<file path="src/design/rdeq_pkg.sv">
// Package for the ring deque event queue.
// Holds the request and result types, the opcodes and the controller command type.
// Used by every module of the block except rdeq_ram; depends on nothing.
package rdeq_pkg;

    localparam int EVENT_W = 32;
    localparam int CAP_W   = 5;

    localparam logic [CAP_W-1:0] CAP_RESET = 5'd16;

    localparam logic [1:0] OP_PUSH_TAIL = 2'd0;
    localparam logic [1:0] OP_PUSH_HEAD = 2'd1;
    localparam logic [1:0] OP_POP_HEAD  = 2'd2;

    typedef struct packed {
        logic [1:0]         opcode;
        logic [EVENT_W-1:0] event_in;
    } rdeq_in_t;

    typedef struct packed {
        logic               accepted;
        logic [EVENT_W-1:0] event_out;
        logic               is_empty;
        logic               is_full;
    } rdeq_out_t;

    typedef struct packed {
        logic exec;
        logic emit;
    } rdeq_cmd_t;

endpackage

</file>
<file path="src/design/rdeq_ram.sv">
// Generic single-port-write, single-port-read RAM with a registered read.
// Used for the slot store of the ring deque; depends on nothing.
module rdeq_ram #(
    parameter int WIDTH = 32,
    parameter int DEPTH = 16
) (
    input  logic                     clk,
    input  logic                     we,
    input  logic [$clog2(DEPTH)-1:0] waddr,
    input  logic [WIDTH-1:0]         wdata,
    input  logic [$clog2(DEPTH)-1:0] raddr,
    output logic [WIDTH-1:0]         rdata
);

    logic [WIDTH-1:0] mem_reg [DEPTH];
    logic [WIDTH-1:0] rdata_reg;

    always_ff @(posedge clk)
    begin
        if (we)
        begin
            mem_reg[waddr] <= wdata;
        end
        rdata_reg <= mem_reg[raddr];
    end

    assign rdata = rdata_reg;

endmodule

</file>
<file path="src/design/rdeq_ctrl.sv">
// Controller of the ring deque: takes a request and then presents its result.
// Depends on rdeq_pkg for the command type.
module rdeq_ctrl (
    input  logic               clk,
    input  logic               rst_n,
    input  logic               start,
    output logic               busy,
    output logic               done,
    output rdeq_pkg::rdeq_cmd_t cmd
);

    localparam logic ST_IDLE = 1'b0;
    localparam logic ST_RESP = 1'b1;

    logic state_reg;
    logic state_next;

    always_comb
    begin
        state_next = state_reg;
        cmd        = '0;
        unique case (state_reg)
            ST_IDLE:
            begin
                if (start)
                begin
                    cmd.exec   = 1'b1;
                    state_next = ST_RESP;
                end
            end
            ST_RESP:
            begin
                cmd.emit   = 1'b1;
                state_next = ST_IDLE;
            end
            default:
            begin
                state_next = ST_IDLE;
            end
        endcase
    end

    always_ff @(posedge clk or negedge rst_n)
    begin
        if (!rst_n)
        begin
            state_reg <= ST_IDLE;
        end
        else
        begin
            state_reg <= state_next;
        end
    end

    assign busy = (state_reg == ST_RESP);
    assign done = cmd.emit;

endmodule

</file>
<file path="src/design/rdeq_dp.sv">
// Datapath of the ring deque: capacity register, head and count, slot RAM, result register.
// Depends on rdeq_pkg and rdeq_ram.
module rdeq_dp #(
    parameter int DEPTH      = 16,
    parameter int EVENT_BITS = 32
) (
    input  logic                           clk,
    input  logic                           rst_n,
    input  rdeq_pkg::rdeq_cmd_t            cmd,
    input  rdeq_pkg::rdeq_in_t             request,
    input  logic                           cfg_we,
    input  logic [rdeq_pkg::CAP_W-1:0]     cfg_wdata,
    output rdeq_pkg::rdeq_out_t            result
);

    localparam int IDX_W = $clog2(DEPTH);
    localparam int CNT_W = $clog2(DEPTH + 1);
    localparam int SUM_W = IDX_W + 1;

    logic [rdeq_pkg::CAP_W-1:0] cap_reg;
    logic [IDX_W-1:0]           head_reg;
    logic [IDX_W-1:0]           head_next;
    logic [CNT_W-1:0]           count_reg;
    logic [CNT_W-1:0]           count_next;
    logic                       acc_reg;
    logic                       pop_reg;
    logic                       empty_reg;
    logic                       full_reg;

    logic [CNT_W-1:0]      cap_eff;
    logic                  full;
    logic [SUM_W-1:0]      tail_sum;
    logic [IDX_W-1:0]      tail_idx;
    logic [IDX_W-1:0]      prev_head_idx;
    logic [CNT_W-1:0]      pop_sum;
    logic [IDX_W-1:0]      pop_idx;
    logic                  op_ok;
    logic                  pop_ok;
    logic                  ram_we;
    logic [IDX_W-1:0]      ram_waddr;
    logic [EVENT_BITS-1:0] ram_wdata;
    logic [EVENT_BITS-1:0] ram_rdata;

    always_comb
    begin
        if (cap_reg == '0)
        begin
            cap_eff = CNT_W'(1);
        end
        else if (32'(cap_reg) > 32'(DEPTH))
        begin
            cap_eff = CNT_W'(DEPTH);
        end
        else
        begin
            cap_eff = CNT_W'(cap_reg);
        end
    end

    assign full     = (count_reg >= cap_eff);
    assign tail_sum = SUM_W'(head_reg) + SUM_W'(count_reg);
    assign tail_idx = (tail_sum >= SUM_W'(cap_eff)) ? IDX_W'(tail_sum - SUM_W'(cap_eff))
                                                    : IDX_W'(tail_sum);
    assign prev_head_idx = (head_reg == '0) ? IDX_W'(cap_eff - 1'b1) : head_reg - 1'b1;
    assign pop_sum       = CNT_W'(head_reg) + 1'b1;
    assign pop_idx       = (pop_sum >= cap_eff) ? '0 : IDX_W'(pop_sum);

    always_comb
    begin
        op_ok      = 1'b0;
        pop_ok     = 1'b0;
        ram_we     = 1'b0;
        ram_waddr  = tail_idx;
        head_next  = head_reg;
        count_next = count_reg;
        unique case (request.opcode)
            rdeq_pkg::OP_PUSH_TAIL:
            begin
                if (!full)
                begin
                    op_ok      = 1'b1;
                    ram_we     = cmd.exec;
                    count_next = count_reg + 1'b1;
                end
            end
            rdeq_pkg::OP_PUSH_HEAD:
            begin
                ram_waddr = prev_head_idx;
                if (!full)
                begin
                    op_ok      = 1'b1;
                    ram_we     = cmd.exec;
                    head_next  = prev_head_idx;
                    count_next = count_reg + 1'b1;
                end
            end
            rdeq_pkg::OP_POP_HEAD:
            begin
                if (count_reg != '0)
                begin
                    op_ok      = 1'b1;
                    pop_ok     = 1'b1;
                    head_next  = pop_idx;
                    count_next = count_reg - 1'b1;
                end
            end
            default:
            begin
                op_ok = 1'b0;
            end
        endcase
    end

    assign ram_wdata = EVENT_BITS'(request.event_in);

    rdeq_ram #(
        .WIDTH (EVENT_BITS),
        .DEPTH (DEPTH)
    ) u_slot_ram (
        .clk   (clk),
        .we    (ram_we),
        .waddr (ram_waddr),
        .wdata (ram_wdata),
        .raddr (head_reg),
        .rdata (ram_rdata)
    );

    always_ff @(posedge clk or negedge rst_n)
    begin
        if (!rst_n)
        begin
            cap_reg   <= rdeq_pkg::CAP_RESET;
            head_reg  <= '0;
            count_reg <= '0;
        end
        else
        begin
            if (cfg_we)
            begin
                cap_reg <= cfg_wdata;
            end
            if (cmd.exec)
            begin
                head_reg  <= head_next;
                count_reg <= count_next;
            end
        end
    end

    always_ff @(posedge clk)
    begin
        if (cmd.exec)
        begin
            acc_reg   <= op_ok;
            pop_reg   <= pop_ok;
            empty_reg <= (count_next == '0);
            full_reg  <= (count_next >= cap_eff);
        end
    end

    assign result.accepted  = acc_reg;
    assign result.event_out = pop_reg ? rdeq_pkg::EVENT_W'(ram_rdata) : '0;
    assign result.is_empty  = empty_reg;
    assign result.is_full   = full_reg;

`ifndef SYNTHESIS
    // The count can never grow past the built depth.
    assert property (@(posedge clk) disable iff (!rst_n)
        32'(count_reg) <= 32'(DEPTH))
        else $error("rdeq_dp: entry count exceeds depth");

    // The head pointer always addresses a real slot.
    assert property (@(posedge clk) disable iff (!rst_n)
        32'(head_reg) < 32'(DEPTH))
        else $error("rdeq_dp: head index out of range");

    // A performed pop removes exactly one entry.
    assert property (@(posedge clk) disable iff (!rst_n)
        cmd.exec && pop_ok |=> count_reg == $past(count_reg) - 1'b1)
        else $error("rdeq_dp: pop did not decrement the count");

    // A refused request leaves head and count untouched.
    assert property (@(posedge clk) disable iff (!rst_n)
        cmd.exec && !op_ok |=> head_reg == $past(head_reg) && count_reg == $past(count_reg))
        else $error("rdeq_dp: refused request changed the queue");
`endif

endmodule

</file>
<file path="src/design/ring_deque_event_queue.sv">
// Ring deque event queue: a circular event buffer that takes pushes at both ends and pops
// at the head. For each request, start is sampled while busy is low, then
// busy is high for the following cycle while the slot RAM's registered read completes,
// and in that cycle done is high for exactly one clock with the result on the result port.
// The receiver cannot stall, so the result must be captured while done is high. A push
// while full or a pop while empty is refused with accepted low and event_out zero. The
// capacity register is written through cfg_we and cfg_wdata and should only be changed
// while the queue is idle; zero acts as one and values above DEPTH act as DEPTH.
// Depends on rdeq_pkg, rdeq_ctrl, rdeq_dp and rdeq_ram.
module ring_deque_event_queue #(
    parameter int DEPTH      = 16,
    parameter int EVENT_BITS = 32
) (
    input  logic                       clk,
    input  logic                       rst_n,
    input  logic                       start,
    output logic                       busy,
    input  rdeq_pkg::rdeq_in_t         request,
    output logic                       done,
    output rdeq_pkg::rdeq_out_t        result,
    input  logic                       cfg_we,
    input  logic [rdeq_pkg::CAP_W-1:0] cfg_wdata
);

    rdeq_pkg::rdeq_cmd_t cmd;

    rdeq_ctrl u_ctrl (
        .clk   (clk),
        .rst_n (rst_n),
        .start (start),
        .busy  (busy),
        .done  (done),
        .cmd   (cmd)
    );

    rdeq_dp #(
        .DEPTH      (DEPTH),
        .EVENT_BITS (EVENT_BITS)
    ) u_dp (
        .clk       (clk),
        .rst_n     (rst_n),
        .cmd       (cmd),
        .request   (request),
        .cfg_we    (cfg_we),
        .cfg_wdata (cfg_wdata),
        .result    (result)
    );

endmodule

</file>
<file path="config.mk">
export PLATFORM = sky130hd
export DESIGN_NAME = ring_deque_event_queue
export DESIGN_NICKNAME = d
export VERILOG_FILES = /design/src/design/rdeq_pkg.sv /design/src/design/rdeq_ram.sv /design/src/design/rdeq_ctrl.sv /design/src/design/rdeq_dp.sv /design/src/design/ring_deque_event_queue.sv
export SDC_FILE = /design/constraint.sdc
export NUM_CORES = 1
export LEC_CHECK = 0
export BUFFER_PORTS_ARGS = -buffer_cell sky130_fd_sc_hd__buf_2
export CORE_UTILIZATION = 40
export CTS_BUF_LIST = sky130_fd_sc_hd__clkbuf_8
export CTS_CLUSTER_DIAMETER = 150
export DETAILED_ROUTE_END_ITERATION = 8
export GPL_TIMING_DRIVEN = 0
export PLACE_DENSITY = 0.61
export SETUP_SLACK_MARGIN = 0.02
export SYNTH_ARGS = -nofsm -noshare
export SYNTH_HDL_FRONTEND = slang
export SYNTH_SLANG_ARGS = --single-unit
</file>
<file path="constraint.sdc">
create_clock -name clk -period 4.2 [get_ports clk]
set_input_delay 0.84 -clock clk [delete_from_list [all_inputs] [get_ports clk]]
set_output_delay 0.84 -clock clk [all_outputs]
set_load 0.03 [all_outputs]
</file>
==> impl_metrics.py <==
metrics = {
    "sta": {
        "setup_viol": 0,
        "period_share_pct": 99.0,
        "relSlewSlack_pct": 30.3,
        "worst_clock_skew_ps": 43.7,
        "fmax_mhz": 241,
        "worst_pin_slew_ps": 1050,
        "slew_viol_final": 0,
        "hold-worst-slack_ps": 89.6,
        "fin_crit_ps": 4160,
        "fin_ws_ps": 43.9,
        "tns_ps": 0,
        "hold_violations": 0,
    },
    "logic_synthesis": {
        "synth_top_flop_cell": "edfxtp_1",
        "yosysTopAreaCell": "edfxtp_1",
        "yosysMostFrequentCell": "edfxtp_1",
        "syn_inst": 1015,
        "synthesis.area_um2": 22100,
        "synth_seq_area_share_pct": 74.6,
        "synth_edf_count": 516,
        "yosysTopAreaCellShare_pct": 70.0,
        "synth_seq_cells": 563,
        "synth_area_leaders": "edfxtp_1 (70%), mux4_2 (16%), dfxtp_1 (2.9%)",
        "ys_types": 57,
        "ys_top_cells_by_count": "edfxtp_1 (516), mux4_2 (160), and2_1 (33), dfxtp_1 (32), ha_1 (28)",
        "yosysWarnings": 0,
        "syn_nets": 1088,
        "avgSynthCellArea_um2": 21.8,
        "synthArstFlopShare_pct": 2.66,
    },
    "setup_path": {
        "r2r_cells": 14,
        "crit_family": "adder cells",
        "worst-path-buf-inv": 2,
        "cp.required_ps": 4550,
        "cpMostUsedCell": "ha_1",
        "cpPeakStageDelay_ps": 450,
        "critPathCaptureType": "flop",
        "worstPathCellList": "ha_1 > fa_1 > a21o_1 > a21oi_1 > xnor2_1 > ha_1 > nor2_2 > nand2_1 > o22ai_4 > buf_4 > mux2i_4 > a32oi_2 > nor2_4 > buf_16",
        "cp.depth": 14,
        "worst-path-max-fanout": 14,
        "critical_path_class": "reg2reg",
        "critical_path_arrival_ps": 4510,
        "cp-start-kind": "flop",
        "crit_slowest_cell": "dfrtp_1",
    },
    "grt": {
        "grt_antenna_before_repair": 4,
        "grt_pass1_wl_mm": 76.4,
        "grt_start_max_net_pins": 20,
        "grt_util_all_layers_pct": 19.0,
        "grt_pass1_vias": 11512,
        "grt.overflow.total": 0,
    },
    "cells_and_area": {
        "syn_to_final_growth_pct": 20.4,
        "largest_reg_flops": 512,
        "final_area_um2": 26700,
        "num-nets-final": 1338,
        "fin_cells": 2038,
        "drive_gt1_share_pct": 38.2,
        "fill_cells": 4374,
        "final_util_pct": 49.1,
    },
    "floorplan": {
        "die_width_um": 237,
        "io_pins": 80,
        "initial_utilization_pct": 40.8,
        "core_area_um2": 54200,
        "fp-row-count": 85,
        "die_y_um": 237,
        "die_area_um2": 56300,
    },
    "clock_tree": {
        "ctsHtreeMaxLevel": 3,
        "clockBufferDepth": 3,
        "clk_latency_ps": 680,
        "cts.sinks": 563,
        "cts_tree": "built",
        "root_buffer": "clkbuf_8",
        "cts.clk_slew.worst_paths_ps": 70,
        "postCtsHoldBufs": 0,
        "numCtsBuffers": 92,
    },
    "route": {
        "routed_wl_mm": 52.8,
        "vias_per_cell": 5.52,
        "num_vias": 11248,
        "firstDrtPassIters": 5,
        "post_drt_wl_per_cell_um": 25.9,
        "drt_iter0_markers": 1060,
        "drc": 0,
        "ant_nets": 0,
    },
    "placement": {
        "post-place-cells": 1807,
        "place_hpwl_mm": 30.6,
        "gp_congestion": 0.787,
        "io_buffer_count": 78,
        "placed_cell_area_um2": 24000,
        "pre_cts_slack_ps": -618,
    },
    "power": {
        "peakVddDrop_mv": 0.507,
        "leakage_nw": 8.95,
        "power.density_nw_per_um2": 715,
        "design_power_total_mw": 19.1,
    },
    "run": {
        "drv_cap": 0,
    },
    "hold_path": {
        "hp-class": "in2async",
    },
    "outcome": {
        "status": "complete, no violations",
    },
}
## path summary, 6_finish.rpt
kind	start	to	slack [ps]
max	u_dp.head_reg[0]	u_dp.u_slot_ram.mem_reg[10][22]	40
min	rst_n	u_dp.head_reg[3]	90
max reg2reg	u_dp.head_reg[0]	u_dp.u_slot_ram.mem_reg[10][22]	40
min reg2reg	u_dp.cap_reg[3]	u_dp.cap_reg[3]	560
max in group asynchronous	rst_n	u_dp.cap_reg[4]	3770
min in group clk	cfg_wdata[2]	u_dp.cap_reg[2]	420
## logic make-up after synthesis
logic type / share of synthesized area, %
compound gates: 2.25
xor+xnor: 0.396
fa+ha+maj: 1.81
buf+inv: 1.58
flops: 74.6
mux: 16.9
simple gates: 2.46
## report_power, final
| part | switching (mW) | internal [mW] |
|---|---|---|
| combinational | 4.11 | 3.36 |
| clock | 2.16 | 2.37 |
| sequential | 0.213 | 6.85 |
## final cells by class
cell class,instances,area (µm²),area share (%)
multi-input cells,391,5670,21.3
inverters,18,67.6,0.253
flip-flops and latches,563,16500,61.9
diodes,1,2.50,0.00939
well taps,696,871,3.27
clock buffers,102,1400,5.27
clock inverters,68,362,1.36
plain buffers,49,283,1.06
repair buffers,150,1490,5.58
## placed cells by master, fill, tap and decap left out, types with 9 or more instances in the layout
master and n:
edfxtp_1 516, mux4_2 160, clkbuf_8 102, buf_2 90, inv_1 54, buf_4 40, and2_1 33, dfxtp_1 32
ha_1 28, nor2_4 22, buf_12 22, clkbuf_1 19, buf_16 14, dfrtp_1 14, nand2_1 13, clkinv_1 13
a21oi_1 10, nor2_1 9, mux2_2 9, buf_6 9
## worst register-to-register path, stage by stage, from the launching register on
cell	delay [ps]
dfrtp_1	450
ha_1	240
fa_1	440
a21o_1	190
a21oi_1	160
xnor2_1	90
ha_1	270
nor2_2	170
nand2_1	130
o22ai_4	220
buf_4	200
mux2i_4	330
a32oi_2	320
nor2_4	380
buf_16	220
## what timing repair did
action / CTS / global route
endpoints found under the setup margin: 512 / 509
pin swaps: 19 / 9
gates cloned: 6 / 0
setup buffers: 31 / 23
gates resized for setup: 22 / 14
## layer usage
layer	track usage, %	part of all wire (%)	wire length (µm)	up-vias
li1	-	-	-	4776
met1	26.0	42	22100	5978
met2	30.5	49	26000	391
met3	4.38	6.4	3390	95
met4	5.57	2.3	1200	8
met5	0	0.093	49	-
No activity file was read; power rests on OpenSTA's default activity.
